## src/rtl/pp_pkg.sv

```systemverilog
// Shared types, constants and helpers for the perspective point projection unit.
`timescale 1ns / 1ps
`default_nettype none
package pp_pkg;

    localparam logic OP_LOAD    = 1'b0;
    localparam logic OP_PROJECT = 1'b1;

    localparam logic [1:0] CFG_WINDOW_WIDTH  = 2'd0;
    localparam logic [1:0] CFG_WINDOW_HEIGHT = 2'd1;
    localparam logic [1:0] CFG_MIN_CLIP_W    = 2'd2;

    localparam logic [13:0] WINDOW_WIDTH_RST  = 14'd1024;
    localparam logic [13:0] WINDOW_HEIGHT_RST = 14'd768;
    localparam logic [30:0] MIN_CLIP_W_RST    = 31'd6554;

    localparam int QUEUE_DEPTH = 4;
    localparam int QUEUE_AW    = 2;

    typedef struct packed {
        logic               opcode;
        logic [3:0]         coef_index;
        logic signed [31:0] coef_value;
        logic signed [31:0] pos_x;
        logic signed [31:0] pos_y;
        logic signed [31:0] pos_z;
    } in_word_t;

    typedef struct packed {
        logic               visible;
        logic signed [31:0] screen_x;
        logic signed [31:0] screen_y;
    } out_word_t;

    // clip coordinates handed from front to back
    typedef struct packed {
        logic signed [31:0] cx;
        logic signed [31:0] cy;
        logic signed [31:0] cw;
    } clip_t;

    function automatic logic signed [31:0] sat32(input logic signed [71:0] v);
        logic signed [31:0] r;
        if (v > 72'sd2147483647) begin
            r = 32'sh7fff_ffff;
        end else if (v < -72'sd2147483648) begin
            r = 32'sh8000_0000;
        end else begin
            r = v[31:0];
        end
        return r;
    endfunction

endpackage
`default_nettype wire

```

## src/rtl/pp_queue.sv

```systemverilog
// Short queue of clip words between front and back.
`timescale 1ns / 1ps
`default_nettype none
module pp_queue import pp_pkg::*; (
    input  wire logic  aclk,
    input  wire logic  aresetn,
    input  wire logic  push,
    input  wire clip_t push_data,
    output logic       full,
    input  wire logic  pop,
    output logic       empty,
    output clip_t      head
);

    clip_t                  mem_reg [QUEUE_DEPTH];
    logic [QUEUE_AW-1:0]    wr_ptr_reg;
    logic [QUEUE_AW-1:0]    rd_ptr_reg;
    logic [QUEUE_AW:0]      count_reg;
    logic                   do_pop;

    assign full   = count_reg == (QUEUE_AW + 1)'(QUEUE_DEPTH);
    assign empty  = count_reg == '0;
    assign head   = mem_reg[rd_ptr_reg];
    assign do_pop = pop && !empty;

    always_ff @(posedge aclk) begin
        if (push) begin
            mem_reg[wr_ptr_reg] <= push_data;
        end
    end

    always_ff @(posedge aclk) begin
        if (!aresetn) begin
            wr_ptr_reg <= '0;
            rd_ptr_reg <= '0;
            count_reg  <= '0;
        end else begin
            if (push) begin
                wr_ptr_reg <= wr_ptr_reg + 1'b1;
            end
            if (do_pop) begin
                rd_ptr_reg <= rd_ptr_reg + 1'b1;
            end
            count_reg <= count_reg + (QUEUE_AW + 1)'(push) - (QUEUE_AW + 1)'(do_pop);
        end
    end

endmodule
`default_nettype wire

```

## config.mk

```make
export PLATFORM = sky130hd
export DESIGN_NAME = pp_queue
export DESIGN_NICKNAME = d
export VERILOG_FILES = /design/src/rtl/pp_pkg.sv /design/src/rtl/pp_queue.sv
export SDC_FILE = /design/constraint.sdc
export NUM_CORES = 1
export LEC_CHECK = 0
export BUFFER_PORTS_ARGS = -buffer_cell sky130_fd_sc_hd__buf_2
export CAP_MARGIN = 20
export CORE_MARGIN = 2
export CORE_UTILIZATION = 40
export CTS_BUF_LIST = sky130_fd_sc_hd__clkbuf_8
export DETAILED_ROUTE_END_ITERATION = 10
export SLEW_MARGIN = 10
export SYNTH_ARGS = -nofsm -noshare
export SYNTH_HDL_FRONTEND = slang
export SYNTH_SLANG_ARGS = --single-unit
export TNS_END_PERCENT = 5
```

## constraint.sdc

```tcl
create_clock -name aclk -period 4.67 [get_ports aclk]
set_input_delay 0.467 -clock aclk [delete_from_list [all_inputs] [get_ports aclk]]
set_output_delay 0.467 -clock aclk [all_outputs]
set_load 0.01 [all_outputs]
```

# After elaboration in Yosys (flattened, before gate mapping)
# Memories as Yosys holds them, arrays and structs flattened. A register that Yosys moved wholly into a read port is not among the register bits.
# Cells that the tools add are included.
[classes]
addsub = 4
n_mul = 0
n_div = 0
magnitude_cmp = 0
eq_ne = 1
shifts = 0
mux = 4
bitwise_logic = 0
reduce_logical = 3
[ops]
columns = ["operator", "count"]
rows = [
  ["2-bit by 1-bit adder with 2-bit output, second input constant", 2],
  ["2-bit two-way mux", 2],
  ["3-bit by 1-bit adder with 3-bit output", 1],
  ["3-bit equality test, second input constant", 1],
  ["3-bit zero test", 1],
  ["3-bit by 1-bit subtractor with 3-bit output", 1],
  ["1-bit two-way mux", 2],
  ["1-bit logical AND", 1],
  ["1-bit zero test", 1],
]
[totals]
reg_bits = 7
latch_bits = 0
ramBits = 384
romBits = 0
input_bits = 100
output_inout_bits = 98
wordCells = 16
memories = 1
[mem_list]
columns = ["memory", "words", "width", "read_ports", "rd_clocked_by_memory_dff", "write_ports", "line_no", "rtl"]
rows = [
  ["mem_reg", 4, 96, 1, 1, 1, "pp_queue.sv:15", "clip_t mem_reg [QUEUE_DEPTH];"],
]

# Depth between registers and ports, before layout
# Gate-level depths: netlist of run 1.
[depth]
depth_word = 5
depth_mapped = 8
mapped_depth_nobuf = 8

# Worst setup path before layout of run 1
# No wires, ideal clock.
[synth_path]
kind = "register to register"
from = "register wr_ptr_reg[0]"
to = "memory mem_reg[0][0] in the netlist's numbering (enable)"
arrival_ns = 2.762
required_ns = 4.205
slack_ns = 1.442
path_stages_with_launch = 4
period_less_slack_ns = 3.228
cell_sequence = "dfxtp_1 -> inv_1 -> ha_1 -> and2_1"
[synth_rtl]
columns = ["element", "line_no", "rtl"]
rows = [
  ["start: declaration", "pp_queue.sv:16", "logic [QUEUE_AW-1:0] wr_ptr_reg;"],
  ["start signal: assignment", "pp_queue.sv:39", "wr_ptr_reg <= wr_ptr_reg + 1'b1;"],
  ["end: declaration", "pp_queue.sv:15", ""],
]
# No word-level cell before the write port.

==> results of run 1 <==
-- metal layers --
| metal | track usage | up-vias |
|---|---|---|
| met3 | 0.0469 | 42 |
| met2 | 0.261 | 223 |
| met1 | 0.182 | 3472 |
| met5 | 0 | - |
| li1 | - | 2862 |
| met4 | 0.0585 | 4 |
-- logic make-up (layout without fill, tap and decap cells) --
kind of cell,count (synthesis),after routing
AND/OR/NAND/NOR,15,15
other,0,1
XOR/XNOR,2,2
buffers and inverters,27,326
adder cells (fa/ha/maj),7,7
multiplexers,100,100
AO/OA/AOI/OAI,2,2
flip-flops,393,393
-- how the worst min path moves through the flow --
| stage | start | endpoint | slack (ns) |
|---|---|---|---|
| 2_1_floorplan | rd_ptr_reg[1] | flop | 0.45 |
| 3_3_place_gp | rd_ptr_reg[1] | flop | 0.46 |
| 3_5_place_dp | rd_ptr_reg[1] | flop | 0.47 |
| 4_1_cts | push_data[49] | mem_reg[0][49] | 0.02 |
| 5_1_grt | push_data[33] | mem_reg[2][33] | 0.05 |
| 6_report | push_data[49] | mem_reg[0][49] | 0.08 |
-- area by class of cell --
class,count,area (um2),area share
Tap cell,461,577,0.0338
Clock buffer,68,936,0.0549
Multi-Input combinational cell,126,2440,0.143
Clock inverter,44,274,0.0161
Inverter,5,18.8,0.00110
Sequential cell,393,11700,0.687
Antenna cell,1,2.50,0.000147
Timing Repair Buffer,209,1090,0.0638
-- stage by stage --
stage / std cells / total power [mW] / utilization / setup slack [ns]
global route: 1306 / 8.81 / 0.482 / 1.23
global placement: 1194 / 5.67 / 0.448 / 2.00
detailed placement: 1194 / 5.71 / 0.448 / 2.00
floorplan: 546 / 5.20 / - / 1.44
CTS: 1306 / 8.57 / 0.482 / 1.34
finish: 1307 / 8.41 / 0.482 / 1.50
-- worst register-to-register path, delay by kind of cell, from the launching register on --
| family | cells | cell delay (ns) |
|---|---|---|
| fa+ha+maj | 1 | 0.14 |
| buf+inv | 2 | 0.66 |
| flops | 1 | 0.34 |
| simple gates | 1 | 0.57 |
-- power by group through the flow --
stage / Clock, mW / Combinational, mW / Sequential (mW)
2_1_floorplan: 0 / 1.02 / 4.19
3_3_place_gp: 0 / 1.39 / 4.29
3_5_place_dp: 0 / 1.41 / 4.30
4_1_cts: 2.92 / 1.42 / 4.23
5_1_grt: 3.07 / 1.49 / 4.25
6_report: 2.82 / 1.38 / 4.22
-- cells in the final DEF, fill, tap and decap left out, drive strengths merged, types with 3 or more instances in the layout --
cell / n
and2: 6
buf: 209
bufinv: 3
clkbuf: 68
clkinv: 14
clkinvlp: 3
dfxtp: 9
edfxtp: 384
ha: 6
inv: 29
mux2i: 4
mux4: 96
nor2b: 3
==> run metrics, run 1 <==
P_sw 2.11 mW; synthesis-to-finish area growth 19.1%; P_leak 5.79 nW; area of the mapped netlist 14300 um2; core area 35400 um2; Sw Share 0.251; Final min period 3.17 ns; Ports 198; # resized after CTS 0; Slew HR 0.413; post-synth top area cell edfxtp_1; first-pass GRT wire length 43100 um; Synthesis Warnings 0; Seq/Total Area, Yosys 0.817; DRC Markers 0; Syn Nets 653; slew at the pin closest to its max-slew limit 0.880 ns; RR Endpoint mem_reg[0][82]; CP Capture Type output pin; XOR/XNOR Fraction of Synth Area 0.00218; Most used DFF post-synth edfxtp_1; Period Utilization, post-route 0.678; syn_area_per_cell 26.2 um2; CP arrival 2.70 ns; final WL 28000 um; critical setup path kind flop to output pin; latest clock arrival within the worst-skew pair 0.60 ns; Initial Util 0.405; vias in the first global route 7471; clock network power share 0.335; status finished clean; clock-pin slew on the worst setup and hold paths 0.06 ns; # H-tree levels 3; Hold Buf Count CTS 0; CP max stage cell dfxtp_4; gr usage total 0.153; CTS root buf clkbuf_8; Crit path max-delay family flip-flops; routed wl met3 1810 um; Die Area 37400 um2; worst clock skew 0.0167 ns; Simple-Gate Fraction of Synth Area 0.00620; Int Pwr 6.30 mW; top cells by area, synth edfxtp_1, mux4_2, dfxtp_1; CP endpoint head[43]; layout cell share with drive strength beyond 1 0.463; synthesized flop and latch total 393; die width 193 um; CP Depth 3; drt first pass iters 5; initial antenna violation count 4; Starting DRT DRC Count 294; r2r setup slk 2.58 ns; Max stage delay on crit path 0.93 ns; Hold Path Stages 1; CTS tree built; type of the worst min-delay path input pin to flop; die extent in y 193 um; start of the worst register-to-register path wr_ptr_reg[1]; clock tree buffer depth 3; Final Slew Violations 0; WL/cell 21.5 um; RSZ-0062 raised after global routing false; FMAX 316 MHz; Vias 6603; Cell variety after synth 22; Commonest cells post-synth edfxtp_1, mux4_2, buf_2; Compound-Gate Fraction of Synth Area 0.00122; worst-path fanout max 41; DP Area 15800 um2; largest family of logic cells by synthesized area multiplexers; # port buffers 197; crit path cell chain buf_4, mux4_2, buf_2; setup repair bufs after CTS 0; Met2 Routed Length 14400 um; Final #Nets 908; Comb pwr share 0.164; Worst setup SP type flop; met1 WL 11300 um; largest net degree at the start of global routing 44; Power Dens Cells 493 nW/um2; Crit path buffers/inverters 2; HPWL Detailed 16900 um; max cap viols 0; setup_tns 0 ns; mux cell area share after synthesis 0.154; routability cong. 0.697; most frequent cell after synthesis edfxtp_1; max reg flops 384; Filler cells 2944; VDD IR max 0.290 mV; synthesized instance count 546; Routed Antenna Nets 0; CTS Buf Count 66; number of flops mapped to enable cells by yosys 384; sequential share of power 0.501; Remaining Overflow, GRT 0; Synth Area in Adders 0.00664; Max Used Layer met5; count of final setup violators 0; Worst EP required 4.20 ns; hold slack 0.0838 ns; worst r2r path cells 4; Rows 69; share of the synthesized area in the top cell type 0.805; routed vias/inst 5.05; clk sink count 393; ys async rst share 0; post-route cell area 17100 um2; hold violation count in the final report 0
Power figures use the tool's default switching activity.
==> run 2, diff against run 1 <==
==> constraint.sdc (replaced) <==
create_clock -name aclk -period 2.9 [get_ports aclk]
set_input_delay 0.29 -clock aclk [delete_from_list [all_inputs] [get_ports aclk]]
set_output_delay 0.29 -clock aclk [all_outputs]
set_load 0.01 [all_outputs]
==> run 2 against run 1 <==
Effect of this change: combinational power is 80% higher; clock skew is 0.0024 ns higher; non-clock buffer count up 98; clock power rose by 47%; first-iteration DRC count rose by 26%; cell count up 7.3%; worst setup slack got worse by 1.2 ns; via count increased by 4.3%; count of clock-buffer cells in the layout shrank 7; flip-flop and latch count unchanged; critical path type unchanged; largest cell class unchanged.
==> run metrics, run 2 (synthesis results as in run 1) <==
status finished clean; CP Depth 3; largest net degree at the start of global routing 97; most common cell after layout, fill and taps aside edfxtp_1; Worst EP required 2.61 ns; sequential share of power 0.502; CTS root buf clkbuf_8; max reg flops 384; P_sw 3.37 mW; Period Utilization, post-route 0.901; post-route setup slack 0.288 ns; placed cells 1195; die width 193 um; drt first pass iters 4; Max stage delay on crit path 0.65 ns; die extent in y 193 um; count of final setup violators 0; crit path cell chain buf_12, mux4_2, buf_2; vias in the first global route 7898; WL/cell 20.2 um; Slew HR 0.553; routed vias/inst 4.91; Crit path max-delay family flip-flops; routability cong. 0.673; final std cells w/o fill 1403; Final #Nets 1001; FMAX 383 MHz; critical setup path kind flop to output pin; CP Capture Type output pin; Vias 6890; worst-path fanout max 29; # H-tree levels 2; layout cell share with drive strength beyond 1 0.410; worst r2r path cells 8; hold violation count in the final report 0; initial antenna violation count 1; Comb pwr share 0.187; Routed Antenna Nets 0; DP Area 15900 um2; highest-count cells in the layout ignoring fill and taps edfxtp_1, buf_2, dlygate4sd3_1; post-route cell area 18000 um2; CP arrival 2.32 ns; RR Endpoint count_reg[2]; CTS tree built; Final Slew Violations 0; VDD IR max 0.464 mV; first-pass GRT wire length 44100 um; latest clock arrival within the worst-skew pair 0.59 ns; clock network power share 0.311; Final min period 2.61 ns; Hold Path Stages 3; synthesis-to-finish area growth 25.7%; worst clock skew 0.0191 ns; r2r setup slk 0.84 ns; Die Area 37400 um2; clk sink count 393; DP Worst Slack 0.819 ns; core area 35400 um2; setup_tns 0 ns; final WL 28300 um; Ports 198; DRC Markers 0; Starting DRT DRC Count 369; Worst setup SP type flop; slew at the pin closest to its max-slew limit 0.671 ns; P_leak 6.16 nW; clock-pin slew on the worst setup and hold paths 0.06 ns; Remaining Overflow, GRT 0; Crit path buffers/inverters 2; setup repair bufs after CTS 0; Initial Util 0.405; Int Pwr 9.96 mW; gr usage total 0.153; CP max stage cell dfxtp_4; min-delay src pop; start of the worst register-to-register path count_reg[1]; HPWL Detailed 16100 um; Sw Share 0.253; Power Dens Cells 740 nW/um2; Rows 69; clock tree buffer depth 3; RSZ-0062 raised after global routing false; max cap viols 0; # port buffers 197; type of the worst min-delay path input pin to flop; CTS Buf Count 61
## run 2: cell types whose count changed in the layout (fill, tap and decap cells not counted), sizes merged
cell,change
inv,-8
clkinv,+17
dlygate4sd3,+97
clkbuf,-7
buf,+1
bufinv,-1
clkinvlp,-3
## run 2: layout make-up
type | count | area [um2]
timing repair buffer | 307 | 2150
fill | 2839 | 17400
inverter | 5 | 18.8
clock buffer | 61 | 840
sequential | 393 | 11700
multi-input combinational | 126 | 2440
clock inverter | 49 | 250
tap | 461 | 577
antenna | 1 | 2.50
## run 2: metrics by stage
step | hold WS [ns] | utilization | power (mW)
finish | 0.0888 | 0.509 | 13.3
global route | 0.0953 | 0.509 | 14.0
CTS | 0.0368 | 0.509 | 13.6
detailed placement | 0.482 | 0.450 | 9.27
global placement | 0.453 | 0.450 | 9.20
floorplan | 0.389 | - | 8.38
## run 2: how the worst max path moves through the flow
| stage | start | endpoint |
|---|---|---|
| 2_1_floorplan | wr_ptr_reg[0] | mem_reg[2][0] |
| 3_3_place_gp | flop | head[32] |
| 3_5_place_dp | flop | head[34] |
| 4_1_cts | flop | head[34] |
| 5_1_grt | flop | head[31] |
| 6_report | flop | head[91] |
## run 2: worst register-to-register path, stage by stage, from the launching register on
cell     delay, ns
dfxtp_1       0.36
o31a_1        0.38
ha_1          0.30
inv_1         0.07
ha_1          0.14
inv_1         0.06
fa_1          0.39
xnor3_1       0.19
nor2b_1       0.11
## run 2: routing by layer
metal  share of wire  vias to the layer above  global-route usage
met5               0                        -                   0
met4           0.018                        0              0.0450
met3           0.058                       39              0.0373
met2            0.51                      211               0.259
met1            0.42                     3574               0.196
li1                -                     3066                   -
## run 2: repair_timing
action,in CTS,in global routing
resized for setup,0,0
hold endpoints to repair,388,0
hold buffers,97,0
## run 2: power by group through the flow
stage	clock, mW	sequential [mW]	combinational, mW
2_1_floorplan	0	6.74	1.64
3_3_place_gp	0	6.80	2.40
3_5_place_dp	0	6.82	2.45
4_1_cts	4.31	6.71	2.57
5_1_grt	4.54	6.73	2.68
6_report	4.14	6.69	2.49
==> run 3, diff against run 2 <==
--- a/config.mk
+++ b/config.mk
@@ -5,6 +5,7 @@
 export SDC_FILE = /design/constraint.sdc
 export NUM_CORES = 1
 export LEC_CHECK = 0
+export ABC_AREA = 1
 export BUFFER_PORTS_ARGS = -buffer_cell sky130_fd_sc_hd__buf_2
 export CAP_MARGIN = 20
 export CORE_MARGIN = 2
==> run 3 against run 2 <==
Effect of this change: worst hold slack lost 0.030 ns; sequential share of layout area shrank 1.0 points; area after synthesis grew 2.8%; core utilization shrank 0.67 points; design area grew 1.6%; maximum frequency grew 0.62%; largest power group unchanged.
==> run metrics, run 3 <==
status finished clean; slew at the pin closest to its max-slew limit 0.835 ns; synthesis-to-finish area growth 24.1%; most common cell after layout, fill and taps aside edfxtp_1; max reg flops 384; share of the synthesized area in the top cell type 0.783; Period Utilization, post-route 0.895; die extent in y 196 um; # port buffers 197; Syn Nets 1096; ys async rst share 0; Routed Antenna Nets 0; clock network power share 0.305; CTS root buf clkbuf_8; highest-count cells in the layout ignoring fill and taps edfxtp_1, nor2_1, buf_2; Hold Path Sink wr_ptr_reg[0]; Worst setup SP type flop; Cell variety after synth 20; WL/cell 18.0 um; Vias 9125; area of the mapped netlist 14700 um2; Filler cells 3141; min-delay src push; hold violation count in the final report 0; routed vias/inst 5.00; Hold Path Stages 3; clock tree buffer depth 3; # H-tree levels 3; Rows 70; RSZ-0062 raised after global routing false; Final min period 2.60 ns; post-route cell area 18300 um2; sequential share of power 0.477; Final Slew Violations 0; Sw Share 0.298; Final Power 13.9 mW; VDD IR max 0.574 mV; CTS Buf Count 66; hold slack 0.0590 ns; P_leak 6.55 nW; DP Worst Slack 0.944 ns; die width 196 um; Remaining Overflow, GRT 0; core area 36400 um2; Synthesis Warnings 0; Int Pwr 9.75 mW; largest net degree at the start of global routing 193; routability cong. 0.732; type of the worst min-delay path input pin to flop; FMAX 385 MHz; Worst EP required 2.61 ns; r2r setup slk 0.93 ns; placed cells 1615; vias in the first global route 9333; most frequent cell after synthesis edfxtp_1; max cap viols 0; Slew HR 0.443; RR Endpoint count_reg[2]; number of flops mapped to enable cells by yosys 384; Power Dens Cells 759 nW/um2; first-pass GRT wire length 51100 um; count of final setup violators 0; syn_area_per_cell 14.9 um2; DRC Markers 0; clk sink count 393; worst r2r path cells 11; final WL 32900 um; Seq/Total Area, Yosys 0.795; post-route setup slack 0.304 ns; final std cells w/o fill 1825; critical setup path kind flop to output pin; P_sw 4.13 mW; clock-pin slew on the worst setup and hold paths 0.06 ns; latest clock arrival within the worst-skew pair 0.58 ns; DP Area 16200 um2; worst-path fanout max 192; Ports 198; CP arrival 2.31 ns; HPWL Detailed 18000 um; Starting DRT DRC Count 564; Comb pwr share 0.218; Commonest cells post-synth edfxtp_1, nor2_1, o21ai_0; Die Area 38400 um2; Final #Nets 1420; synthesized instance count 989; CP Capture Type output pin; CTS tree built; Most used DFF post-synth edfxtp_1; post-synth top area cell edfxtp_1; drt first pass iters 4; worst clock skew 0.0174 ns; Initial Util 0.404; setup_tns 0 ns; initial antenna violation count 2; layout cell share with drive strength beyond 1 0.227; top cells by area, synth edfxtp_1, nor2_1, o22ai_1; fin util 0.502; synthesized flop and latch total 393; gr usage total 0.172; start of the worst register-to-register path count_reg[1]
## run 3: changes by cell type after synthesis, sizes merged, moves of 2 or more
cell / before / now
nor2: 0 / 199
o21ai: 0 / 194
mux4: 96 / 0
o22ai: 0 / 96
buf: 17 / 42
clkbuf: 5 / 20
inv: 5 / 18
nand2: 2 / 12
and2: 6 / 0
a21oi: 0 / 5
mux2i: 4 / 0
nor2b: 3 / 0
nand2b: 2 / 0
nand3: 0 / 2
## run 3: worst max-delay path by stage
| stage | startpoint | to | slack (ns) | cells past startpoint |
|---|---|---|---|---|
| after floorplan | wr_ptr_reg[0] | mem_reg[2][0] | 0.007 | 4 |
| after global placement | flop | head[61] | 0.98 | 4 |
| after detailed placement | count_reg[1] | count_reg[2] | 0.94 | 11 |
| after CTS | flop | head[61] | 0.28 | 4 |
| after global routing | flop | head[74] | 0.12 | 4 |
| final | flop | head[61] | 0.30 | 4 |
## run 3: repair_timing
item,CTS,global route
hold endpoints to repair,393,0
resized for setup,0,0
hold buffers,98,0
setup buffers,0,0
## run 3: power groups by stage
stage               Combinational, mW  Clock, mW  Sequential [mW]
floorplan                        1.94          0             6.71
CTS                              3.08       4.39             6.62
global route                     3.34       4.63             6.64
global placement                 2.92          0             6.73
detailed placement               2.96          0             6.74
finish                           3.02       4.24             6.62
## run 3: cell families after synthesis
kind of cell / synth area share
buffers and inverters: 0.0355
AO/OA/AOI/OAI: 0.108
AND/OR/NAND/NOR: 0.0549
adder cells (fa/ha/maj): 0.00645
flip-flops: 0.795
## run 3: worst max-delay path, stage by stage, from the launching register on
cell and delay (ns):
dfxtp_4 0.38, buf_12 0.59, o21ai_0 0.21, o22ai_1 0.25
buf_2 0.17
## run 3: area by class of cell
cell class                      count  area, um2  area share
Inverter                           18       83.8     0.00458
Sequential cell                   393      11700       0.641
Timing Repair Buffer              318       2280       0.125
Tap cell                          468        586      0.0320
Antenna cell                        1       2.50    0.000137
Clock inverter                     44        199      0.0109
Clock buffer                       67        922      0.0504
Multi-Input combinational cell    516       2500       0.137
## run 3: per-layer routing
metal  vias to the layer above  share of wire  global-route usage
li1                       4393              -                   -
met1                      4444           0.44               0.223
met2                       242           0.47               0.280
met3                        44          0.067              0.0481
met4                         2          0.017              0.0612
met5                         -        0.00040                   0
